--- config.mk ---
export PLATFORM = sky130hd
export DESIGN_NAME = bounded_set_store_core
export DESIGN_NICKNAME = d
export VERILOG_FILES = /design/src/rtl/core/bss_pkg.sv /design/src/rtl/core/bounded_set_store_core.sv /design/src/rtl/core/bss_cell.sv /design/src/rtl/core/bss_encode.sv
export SDC_FILE = /design/constraint.sdc
export NUM_CORES = 2
export LEC_CHECK = 0
export BUFFER_PORTS_ARGS = -buffer_cell sky130_fd_sc_hd__buf_2
export CORE_MARGIN = 2
export CORE_UTILIZATION = 60
export CTS_BUF_LIST = sky130_fd_sc_hd__clkbuf_4
export DETAILED_ROUTE_END_ITERATION = 8
export HOLD_SLACK_MARGIN = 0.08
export PLACE_DENSITY_LB_ADDON = 0.2
export SLEW_MARGIN = 20
export SYNTH_ARGS = -nofsm -noshare
export SYNTH_HDL_FRONTEND = slang
export SYNTH_SLANG_ARGS = --single-unit
--- constraint.sdc ---
create_clock -name clk -period 8.85 [get_ports clk]
set_input_delay 1.77 -clock clk [delete_from_list [all_inputs] [get_ports clk]]
set_output_delay 1.77 -clock clk [all_outputs]
set_load 0.02 [all_outputs]
--- src/rtl/core/bss_pkg.sv ---
// shared constants, types and codes for the bounded set store
`default_nettype none

package bss_pkg;

    localparam int CAPACITY    = 64;
    localparam int VALUE_WIDTH = 16;
    localparam int IDX_W       = $clog2(CAPACITY);
    localparam int CNT_W       = $clog2(CAPACITY + 1);
    localparam int FUNC_W      = 2;

    typedef enum logic [FUNC_W-1:0] {
        FUNC_INSERT = 2'd0,
        FUNC_DELETE = 2'd1,
        FUNC_QUERY  = 2'd2,
        FUNC_SPARE  = 2'd3
    } func_t;

    typedef enum logic [1:0] {
        ST_IDLE,
        ST_LOOKUP,
        ST_RESOLVE,
        ST_UPDATE
    } state_t;

    // per-cell control from the sequencer
    typedef struct packed {
        logic live;
        logic ins_en;
        logic shift_en;
    } cell_ctrl_t;

endpackage

`default_nettype wire

--- src/rtl/core/bounded_set_store_core.sv ---
// top level of the bounded set store: sequencer, count and the row of cells
//
// Keeps a packed set of up to CAPACITY distinct values and a count.
// Input channel (in_valid/in_ready) carries func and element: insert,
// delete or membership query. Output channel (out_valid/out_ready)
// returns one result per request: was_member, entry_count, empty_flag,
// full_flag and refused.
// Each request runs through compare, encode and update cycles: the
// result is written to the output register at the end of the update
// cycle. One request is worked on at a time; in_ready rises again
// once the result sits in the output register. The cells compare all
// entries at once; a delete shifts the entries above the hit down by
// one in the update cycle. If the receiver stalls, the next request
// still enters and waits in its update cycle until the output
// register is free.
// Reset clears the count and the handshake state; stored values are not
// cleared, entries at or beyond the count are never used.
`default_nettype none

module bounded_set_store_core
    import bss_pkg::*;
(
    input  wire logic                   clk,
    input  wire logic                   rst_n,
    input  wire logic                   in_valid,
    output logic                        in_ready,
    input  wire logic [FUNC_W-1:0]      func,
    input  wire logic [VALUE_WIDTH-1:0] element,
    output logic                        out_valid,
    input  wire logic                   out_ready,
    output logic                        was_member,
    output logic      [CNT_W-1:0]       entry_count,
    output logic                        empty_flag,
    output logic                        full_flag,
    output logic                        refused
);

    state_t                 state_reg;
    state_t                 state_next;
    func_t                  func_reg;
    logic [VALUE_WIDTH-1:0] element_reg;
    logic                   hit_reg;
    logic [IDX_W-1:0]       pos_reg;
    logic [CNT_W-1:0]       count_reg;
    logic [CNT_W-1:0]       count_next;

    logic                   out_valid_reg;
    logic                   was_member_reg;
    logic [CNT_W-1:0]       entry_count_reg;
    logic                   empty_flag_reg;
    logic                   full_flag_reg;
    logic                   refused_reg;

    logic                   load_req;
    logic                   load_resolve;
    logic                   commit;
    logic                   hit;
    logic [IDX_W-1:0]       pos;
    logic                   is_full;
    logic                   is_ins;
    logic                   is_del;
    logic                   do_ins;
    logic                   do_del;
    logic                   refuse;

    logic [CAPACITY-1:0]    match_vec;
    logic [VALUE_WIDTH-1:0] cell_value [CAPACITY];
    cell_ctrl_t             cell_ctrl  [CAPACITY];

    // next state
    always_comb
    begin
        state_next = state_reg;
        unique case (state_reg)
            ST_IDLE:
            begin
                if (in_valid)
                begin
                    state_next = ST_LOOKUP;
                end
            end
            ST_LOOKUP:  state_next = ST_RESOLVE;
            ST_RESOLVE: state_next = ST_UPDATE;
            ST_UPDATE:
            begin
                if (!out_valid_reg || out_ready)
                begin
                    state_next = ST_IDLE;
                end
            end
            default:    state_next = ST_IDLE;
        endcase
    end

    // state outputs
    always_comb
    begin
        in_ready     = 1'b0;
        load_resolve = 1'b0;
        commit       = 1'b0;
        unique case (state_reg)
            ST_IDLE:    in_ready = 1'b1;
            ST_LOOKUP:  ;
            ST_RESOLVE: load_resolve = 1'b1;
            ST_UPDATE:  commit = !out_valid_reg || out_ready;
            default:    ;
        endcase
    end

    assign load_req = in_valid && in_ready;

    always_ff @(posedge clk or negedge rst_n)
    begin
        if (!rst_n)
        begin
            state_reg     <= ST_IDLE;
            count_reg     <= '0;
            out_valid_reg <= 1'b0;
        end
        else
        begin
            state_reg <= state_next;
            count_reg <= count_next;
            if (commit)
            begin
                out_valid_reg <= 1'b1;
            end
            else if (out_ready)
            begin
                out_valid_reg <= 1'b0;
            end
        end
    end

    always_ff @(posedge clk)
    begin
        if (load_req)
        begin
            func_reg    <= func_t'(func);
            element_reg <= element;
        end
        if (load_resolve)
        begin
            hit_reg <= hit;
            pos_reg <= pos;
        end
        if (commit)
        begin
            was_member_reg  <= hit_reg;
            entry_count_reg <= count_next;
            empty_flag_reg  <= (count_next == '0);
            full_flag_reg   <= (count_next == CNT_W'(CAPACITY));
            refused_reg     <= refuse;
        end
    end

    // update decisions
    always_comb
    begin
        is_full    = (count_reg == CNT_W'(CAPACITY));
        is_ins     = (func_reg == FUNC_INSERT);
        is_del     = (func_reg == FUNC_DELETE);
        refuse     = is_ins && !hit_reg && is_full;
        do_ins     = commit && is_ins && !hit_reg && !is_full;
        do_del     = commit && is_del && hit_reg;
        count_next = count_reg;
        if (do_ins)
        begin
            count_next = count_reg + CNT_W'(1);
        end
        else if (do_del)
        begin
            count_next = count_reg - CNT_W'(1);
        end
    end

    genvar g;
    generate
        for (g = 0; g < CAPACITY; g++)
        begin : g_cell
            logic [VALUE_WIDTH-1:0] right_value;

            if (g == CAPACITY - 1)
            begin : g_last
                assign right_value = cell_value[g];
            end
            else
            begin : g_inner
                assign right_value = cell_value[g+1];
            end

            always_comb
            begin
                cell_ctrl[g].live     = (count_reg > CNT_W'(g));
                cell_ctrl[g].ins_en   = do_ins && (count_reg[IDX_W-1:0] == IDX_W'(g));
                cell_ctrl[g].shift_en = do_del && (pos_reg <= IDX_W'(g));
            end

            bss_cell u_cell (
                .clk            (clk),
                .ctrl           (cell_ctrl[g]),
                .element        (element_reg),
                .neighbor_value (right_value),
                .value          (cell_value[g]),
                .match          (match_vec[g])
            );
        end
    endgenerate

    bss_encode u_encode (
        .match (match_vec),
        .hit   (hit),
        .pos   (pos)
    );

    assign out_valid   = out_valid_reg;
    assign was_member  = was_member_reg;
    assign entry_count = entry_count_reg;
    assign empty_flag  = empty_flag_reg;
    assign full_flag   = full_flag_reg;
    assign refused     = refused_reg;

endmodule

`default_nettype wire

--- src/rtl/core/bss_cell.sv ---
// one storage cell: holds a value, compares it, takes its right neighbor's value on shift
`default_nettype none

module bss_cell
    import bss_pkg::*;
(
    input  wire logic                   clk,
    input  wire cell_ctrl_t             ctrl,
    input  wire logic [VALUE_WIDTH-1:0] element,
    input  wire logic [VALUE_WIDTH-1:0] neighbor_value,
    output logic      [VALUE_WIDTH-1:0] value,
    output logic                        match
);

    logic [VALUE_WIDTH-1:0] value_reg;
    logic [VALUE_WIDTH-1:0] value_next;
    logic                   match_reg;
    logic                   match_next;

    always_comb
    begin
        value_next = value_reg;
        if (ctrl.ins_en)
        begin
            value_next = element;
        end
        else if (ctrl.shift_en)
        begin
            value_next = neighbor_value;
        end
        match_next = ctrl.live && (value_reg == element);
    end

    always_ff @(posedge clk)
    begin
        value_reg <= value_next;
        match_reg <= match_next;
    end

    assign value = value_reg;
    assign match = match_reg;

endmodule

`default_nettype wire

--- src/rtl/core/bss_encode.sv ---
// turns the row of match bits into a hit flag and the matching position
`default_nettype none

module bss_encode
    import bss_pkg::*;
(
    input  wire logic [CAPACITY-1:0] match,
    output logic                     hit,
    output logic      [IDX_W-1:0]    pos
);

    // values are distinct, so at most one bit is set
    always_comb
    begin
        hit = |match;
        pos = '0;
        for (int i = 0; i < CAPACITY; i++)
        begin
            pos = pos | (match[i] ? IDX_W'(i) : IDX_W'(0));
        end
    end

endmodule

`default_nettype wire

# Word level (Yosys, flattened, before mapping)
# Index checks and enable logic that the tools add are counted.
[totals]
regBits = 1134
input_bits = 22
out_inout_bits = 13
wordCells = 938
[classes]
addsub = 2
n_lt_le_gt_ge = 127
eq_ne = 135
n_mux = 199
n_bitwise = 62
n_reduce_logical = 273
[ops]
columns = ["operator", "count"]
rows = [
  ["$mux W16", 126],
  ["$eq A16 B16 Y1", 64],
  ["$or A6 B6 Y6", 62],
  ["$gt A7 B6 Y1 const B", 32],
  ["$logic_and A1 B1 Y1", 199],
  ["$eq A6 B6 Y1 const B", 32],
  ["$mux W6", 32],
  ["$le A6 B6 Y1 const B", 31],
  ["$reduce_bool A2 Y1", 64],
  ["$gt A7 B5 Y1 const B", 16],
  ["$eq A6 B5 Y1 const B", 16],
  ["$le A6 B5 Y1 const B", 16],
  ["$mux W5", 16],
  ["$reduce_or A64 Y1", 1],
  ["$gt A7 B4 Y1 const B", 8],
  ["$eq A6 B4 Y1 const B", 8],
  ["$le A6 B4 Y1 const B", 8],
  ["$mux W4", 8],
  ["$gt A7 B3 Y1 const B", 4],
  ["$eq A6 B3 Y1 const B", 4],
  ["$le A6 B3 Y1 const B", 4],
  ["$eq A7 B7 Y1 const B", 2],
  ["$gt A7 B1 Y1 const B", 2],
  ["$gt A7 B2 Y1 const B", 2],
  ["other kinds (20)", 41],
]

# Depth between registers and ports, before layout
[depth]
depth_word = 63
depth_mapped = 10
mapped_depth_nobuf = 8

# Modules after synthesis
# From an unflattened synthesis, not the netlist that was laid out.
[unflattened]
cells_unflattened = 4245
hier_area_um2 = 60021.3
[modules_own_cells]
columns = ["mod", "n_inst", "cells_per_inst", "area_per_inst_um2", "seq_area_each_um2"]
rows = [
  ["bss_cell", 64, 58, 878.3, 500.5],
  ["bounded_set_store_core", 1, 478, 3483.3, 1331.3],
  ["bss_encode", 1, 55, 324.1, 0.0],
]

# Least setup slack after synthesis
# OpenSTA, ideal clock, no wires.
[synth_timing]
path_kind = "input to register"
startpoint = "input port out_ready"
endpoint = "register g_cell[30].u_cell.value_reg[0] (enable)"
setup_ns = 0.411
arrival_time_ns = 4.154
required_ns = 8.439
path_slack_ns = 4.284
cell_stages = 7
path_buffers = 3
path_cell_list = "nand2b_1 -> nand3_2 -> or3_1 -> buf_6 -> buf_6 -> clkbuf_1 -> o21ai_0"
[synth_via]
elab_chain_cells = 7
word_cells_on_any_way = 10
classes_between = "mux: 1; reduce/logical: 9"
[synth_rtl]
columns = ["item", "line", "rtl"]
rows = [
  ["from (decl)", "bounded_set_store_core.sv:30", "input wire logic out_ready,"],
  ["$logic_or A1 B1 Y1 *", "bounded_set_store_core.sv:105", "ST_UPDATE: commit = !out_valid_reg || out_ready;"],
  ["$mux W1 *", "bounded_set_store_core.sv:101", "unique case (state_reg)"],
  ["$logic_and A1 B1 Y1 (3 in series)", "bounded_set_store_core.sv:164", "do_ins = commit && is_ins && !hit_reg && !is_full;"],
  ["$logic_and A1 B1 Y1", "bounded_set_store_core.sv:195", "cell_ctrl[g].ins_en = do_ins && (count_reg[IDX_W-1:0] == IDX_W'(g));"],
  ["$reduce_bool A2 Y1 (no source line) *", "--", ""],
  ["to (signal assigned)", "bss_cell.sv:36", "value_reg <= value_next;"],
  ["to (decl)", "bss_cell.sv:15", "logic [VALUE_WIDTH-1:0] value_reg;"],
]
# Mark *: on every way between the ends. The rest lies on a longest branch, timed or not.
# A chain may end at the register's enable or synchronous reset.

# Worst setup path after layout
[layout_timing]
startpoint = "register count_reg[3]"
endpoint = "register g_cell[40].u_cell.value_reg[12] (enable)"
[layout_via]
elab_chain_cells = 5
word_cells_on_any_way = 6
classes_between = "eq/ne: 2; reduce/logical: 4"
[layout_rtl]
columns = ["item", "line", "rtl"]
rows = [
  ["from (decl)", "bounded_set_store_core.sv:44", "logic [CNT_W-1:0] count_reg;"],
  ["from (signal assigned)", "bounded_set_store_core.sv:123", "count_reg <= count_next;"],
  ["$eq A7 B7 Y1", "bounded_set_store_core.sv:160", "is_full = (count_reg == CNT_W'(CAPACITY));"],
  ["$logic_not A1 Y1", "bounded_set_store_core.sv:164", ""],
  ["$logic_and A1 B1 Y1", "bounded_set_store_core.sv:164", ""],
  ["$logic_and A1 B1 Y1 *", "bounded_set_store_core.sv:195", ""],
  ["$reduce_bool A2 Y1 (no source line) *", "--", ""],
  ["to (signal assigned)", "bss_cell.sv:36", ""],
  ["to (decl)", "bss_cell.sv:15", ""],
]
# Marked as above.

==> impl_metrics.py <==
metrics = {
    "outcome": {
        "status": "complete, no violations",
    },
    "critical_path": {
        "end_kind": "flop",
        "crit_path_start_kind": "flop",
        "required_ps": 9670,
        "worst_path_largest_cell_delay_ps": 900,
        "crit_fanout": 35,
        "worstPathArrival_ps": 5000,
        "crit_chain": "buf_4 -> nor2b_1 -> nand2_1 -> nor2_2 -> or2_2",
        "rr_worst_depth": 5,
        "cp.depth": 5,
        "critPathBufInv": 1,
        "critPathTopFamily": "simple AND/OR/NAND/NOR gates",
        "cpMaxStageDelayCell": "nor2_2",
        "r2r_slack_ps": 4670,
        "critPathKind": "flop to flop",
    },
    "place": {
        "place_ws_ps": 3690,
        "place_area_um2": 61600,
        "portBuffers": 34,
        "place.gp.congestion": 0.962,
        "place_hpwl_mm": 99.9,
    },
    "power": {
        "power_density_nw_per_um2": 204,
        "p_switching_w": 0.00414,
        "vdd_drop_max_v": 0.000168,
        "power_frac_comb_pct": 18.7,
        "p_sw_share_pct": 31.0,
        "p_int_w": 0.00922,
        "finalPower_w": 0.0134,
        "pwr-share-clk_pct": 34.6,
        "power_leakage_nw": 22.3,
        "seq_power_share_pct": 46.6,
    },
    "run": {
        "max_cap_violations": 0,
    },
    "clocking": {
        "numCtsBuffers": 317,
        "ctsHoldBuffers": 0,
        "cts-resized-gates": 0,
        "cts.path.max_buffers": 4,
        "cts_tree": "built",
        "postCtsSetupBuffers": 0,
        "cts_root_buffer": "clkbuf_4",
        "path_clk_slew_ps": 70,
        "cts_max_level": 5,
        "clkLatencyLatePin_ps": 1210,
        "cts_sinks": 1134,
    },
    "yosys": {
        "syn-mean-instance-area_um2": 13.9,
        "syn_nets": 4375,
        "syn-instance-count": 4346,
        "ys_warn_count": 0,
        "ys_seq_elements": 1134,
        "synthDominantCellAreaShare_pct": 52.7,
        "synth_common_cells": "edfxtp_1, mux2_2, xor2_1",
        "synth_area_um2": 60400,
        "seq_area_frac_synth_pct": 55.3,
        "ys.flop_type": "edfxtp_1",
        "synth-edff-count": 1060,
        "async_reset_ff_share_pct": 0.882,
        "synth_most_common_cell": "edfxtp_1",
        "yosys-top-cells-area": "edfxtp_1, mux2_2, xor2_1",
        "synth_cell_types": 68,
        "synth_top_cell_by_area": "edfxtp_1",
    },
    "timing": {
        "fmaxAchievable_mhz": 239,
        "fin_skew_ps": 84.6,
        "fin_setup_tns_ps": 0,
        "fin_ws_ps": 4670,
        "rsz0062_at_grt": "false",
        "setup_violations": 0,
        "finalMaxSlewViolations": 0,
        "slew_headroom_pct": 20.1,
        "hold_viol_final": 0,
        "tightest_slew_ps": 1200,
        "timing.final.crit_period_ps": 4180,
        "period_share_pct": 47.2,
    },
    "floorplan": {
        "die_w_um": 321,
        "fp-row-count": 116,
        "dieArea_um2": 103000,
        "die_h_um": 321,
        "start_util_pct": 60.5,
        "ios": 35,
        "core_um2": 99900,
    },
    "global_route": {
        "grt_usage_pct": 29.9,
        "grt_max_degree": 104,
        "grt_first_pass_wirelength_mm": 232,
        "gr-total-overflow": 0,
        "antenna_found_initial": 5,
        "first_global_vias": 37400,
    },
    "route": {
        "routed_via_density": 6.13,
        "postRouteAntennaNets": 0,
        "drc": 0,
        "vias": 36600,
        "drt_iter0_markers": 3520,
        "dr.pass1.iters": 7,
        "wirelength_mm": 154,
        "routedWlPerCell_um": 25.8,
    },
    "finish": {
        "fin_nets": 4484,
        "final_cell_area_um2": 65400,
        "area.growth.synth_to_final_pct": 8.36,
        "largest_reg_flops": 1024,
        "drive_above_1_share_pct": 36.2,
    },
    "worst_hold_path": {
        "hp-class": "primary input to async pin",
    },
}
power groups by stage:
stage          logic [W]  registers, W  clock network [W]
6_report         0.00250       0.00623            0.00462
5_1_grt          0.00263       0.00624            0.00498
4_1_cts          0.00246       0.00622            0.00469
3_5_place_dp     0.00244       0.00634                  0
3_3_place_gp     0.00241       0.00633                  0
2_1_floorplan    0.00163       0.00627                  0
final timing paths:
| path | start | endpoint |
|---|---|---|
| max in group asynchronous | rst_n | count_reg[1] |
| worst max-delay path | count_reg[3] | g_cell[40].u_cell.value[12] |
| min in group clk | g_cell[57].u_cell.value[15] | g_cell[56].u_cell.value[15] |
| worst min-delay path | rst_n | state_reg[1] |
| worst min register to register | g_cell[57].u_cell.value[15] | g_cell[56].u_cell.value[15] |
| worst max register to register | count_reg[3] | g_cell[40].u_cell.value[12] |
area by class of cell:
class / instances / area (um2)
multi-input cells: 2864 / 25500
clock buffers: 451 / 3390
fillers: 7323 / 34400
inverters: 8 / 30.0
diodes: 9 / 22.5
clock inverters: 78 / 393
flip-flops and latches: 1134 / 33400
well taps: 1298 / 1620
repair buffers: 130 / 1080
kinds of logic after synthesis:
kind of cell	count (synthesis)	share of synthesized area, %
DFF	1134	55.3
xor gates and xnor gates	1030	14.9
muxes	1008	18.8
and+or+nand+nor	634	6.32
buffers and inverters	348	2.57
AOI/OAI and AO/OA	185	1.92
adders and majority gates	7	0.145
per-layer routing:
| metal | vias up | wire length, um | GRT usage, % |
|---|---|---|---|
| li1 | 16400 | - | - |
| met1 | 18100 | 63300 | 39.7 |
| met2 | 1697 | 71200 | 47.0 |
| met3 | 356 | 13600 | 7.28 |
| met4 | 0 | 6040 | 12.9 |
| met5 | - | 0 | 0 |
through the flow:
| stage | hold WS, ps | std cells | utilization, % |
|---|---|---|---|
| after floorplan | 421 | 4346 | - |
| after global placement | 530 | 5434 | 61.7 |
| after detailed placement | 557 | 5434 | 61.7 |
| after CTS | 348 | 5963 | 65.5 |
| after global routing | 341 | 5969 | 65.5 |
| final | 453 | 5972 | 65.5 |
layout by cell type, fill, tap and decap left out, types with 14 or more instances in the layout:
cell type / instances
a21oi_1: 47
buf_12: 15
buf_2: 34
buf_4: 81
clkbuf_4: 451
clkinv_1: 58
dfxtp_1: 64
edfxtp_1: 1060
mux2_2: 1004
nand2_1: 75
nand3_1: 28
nand4_1: 106
nor2_1: 67
nor2_2: 24
nor3_1: 17
nor4_1: 235
o21ai_0: 36
o21ai_1: 14
xnor2_1: 248
xor2_1: 782
Note: power is estimated with default switching activity, not from simulation.
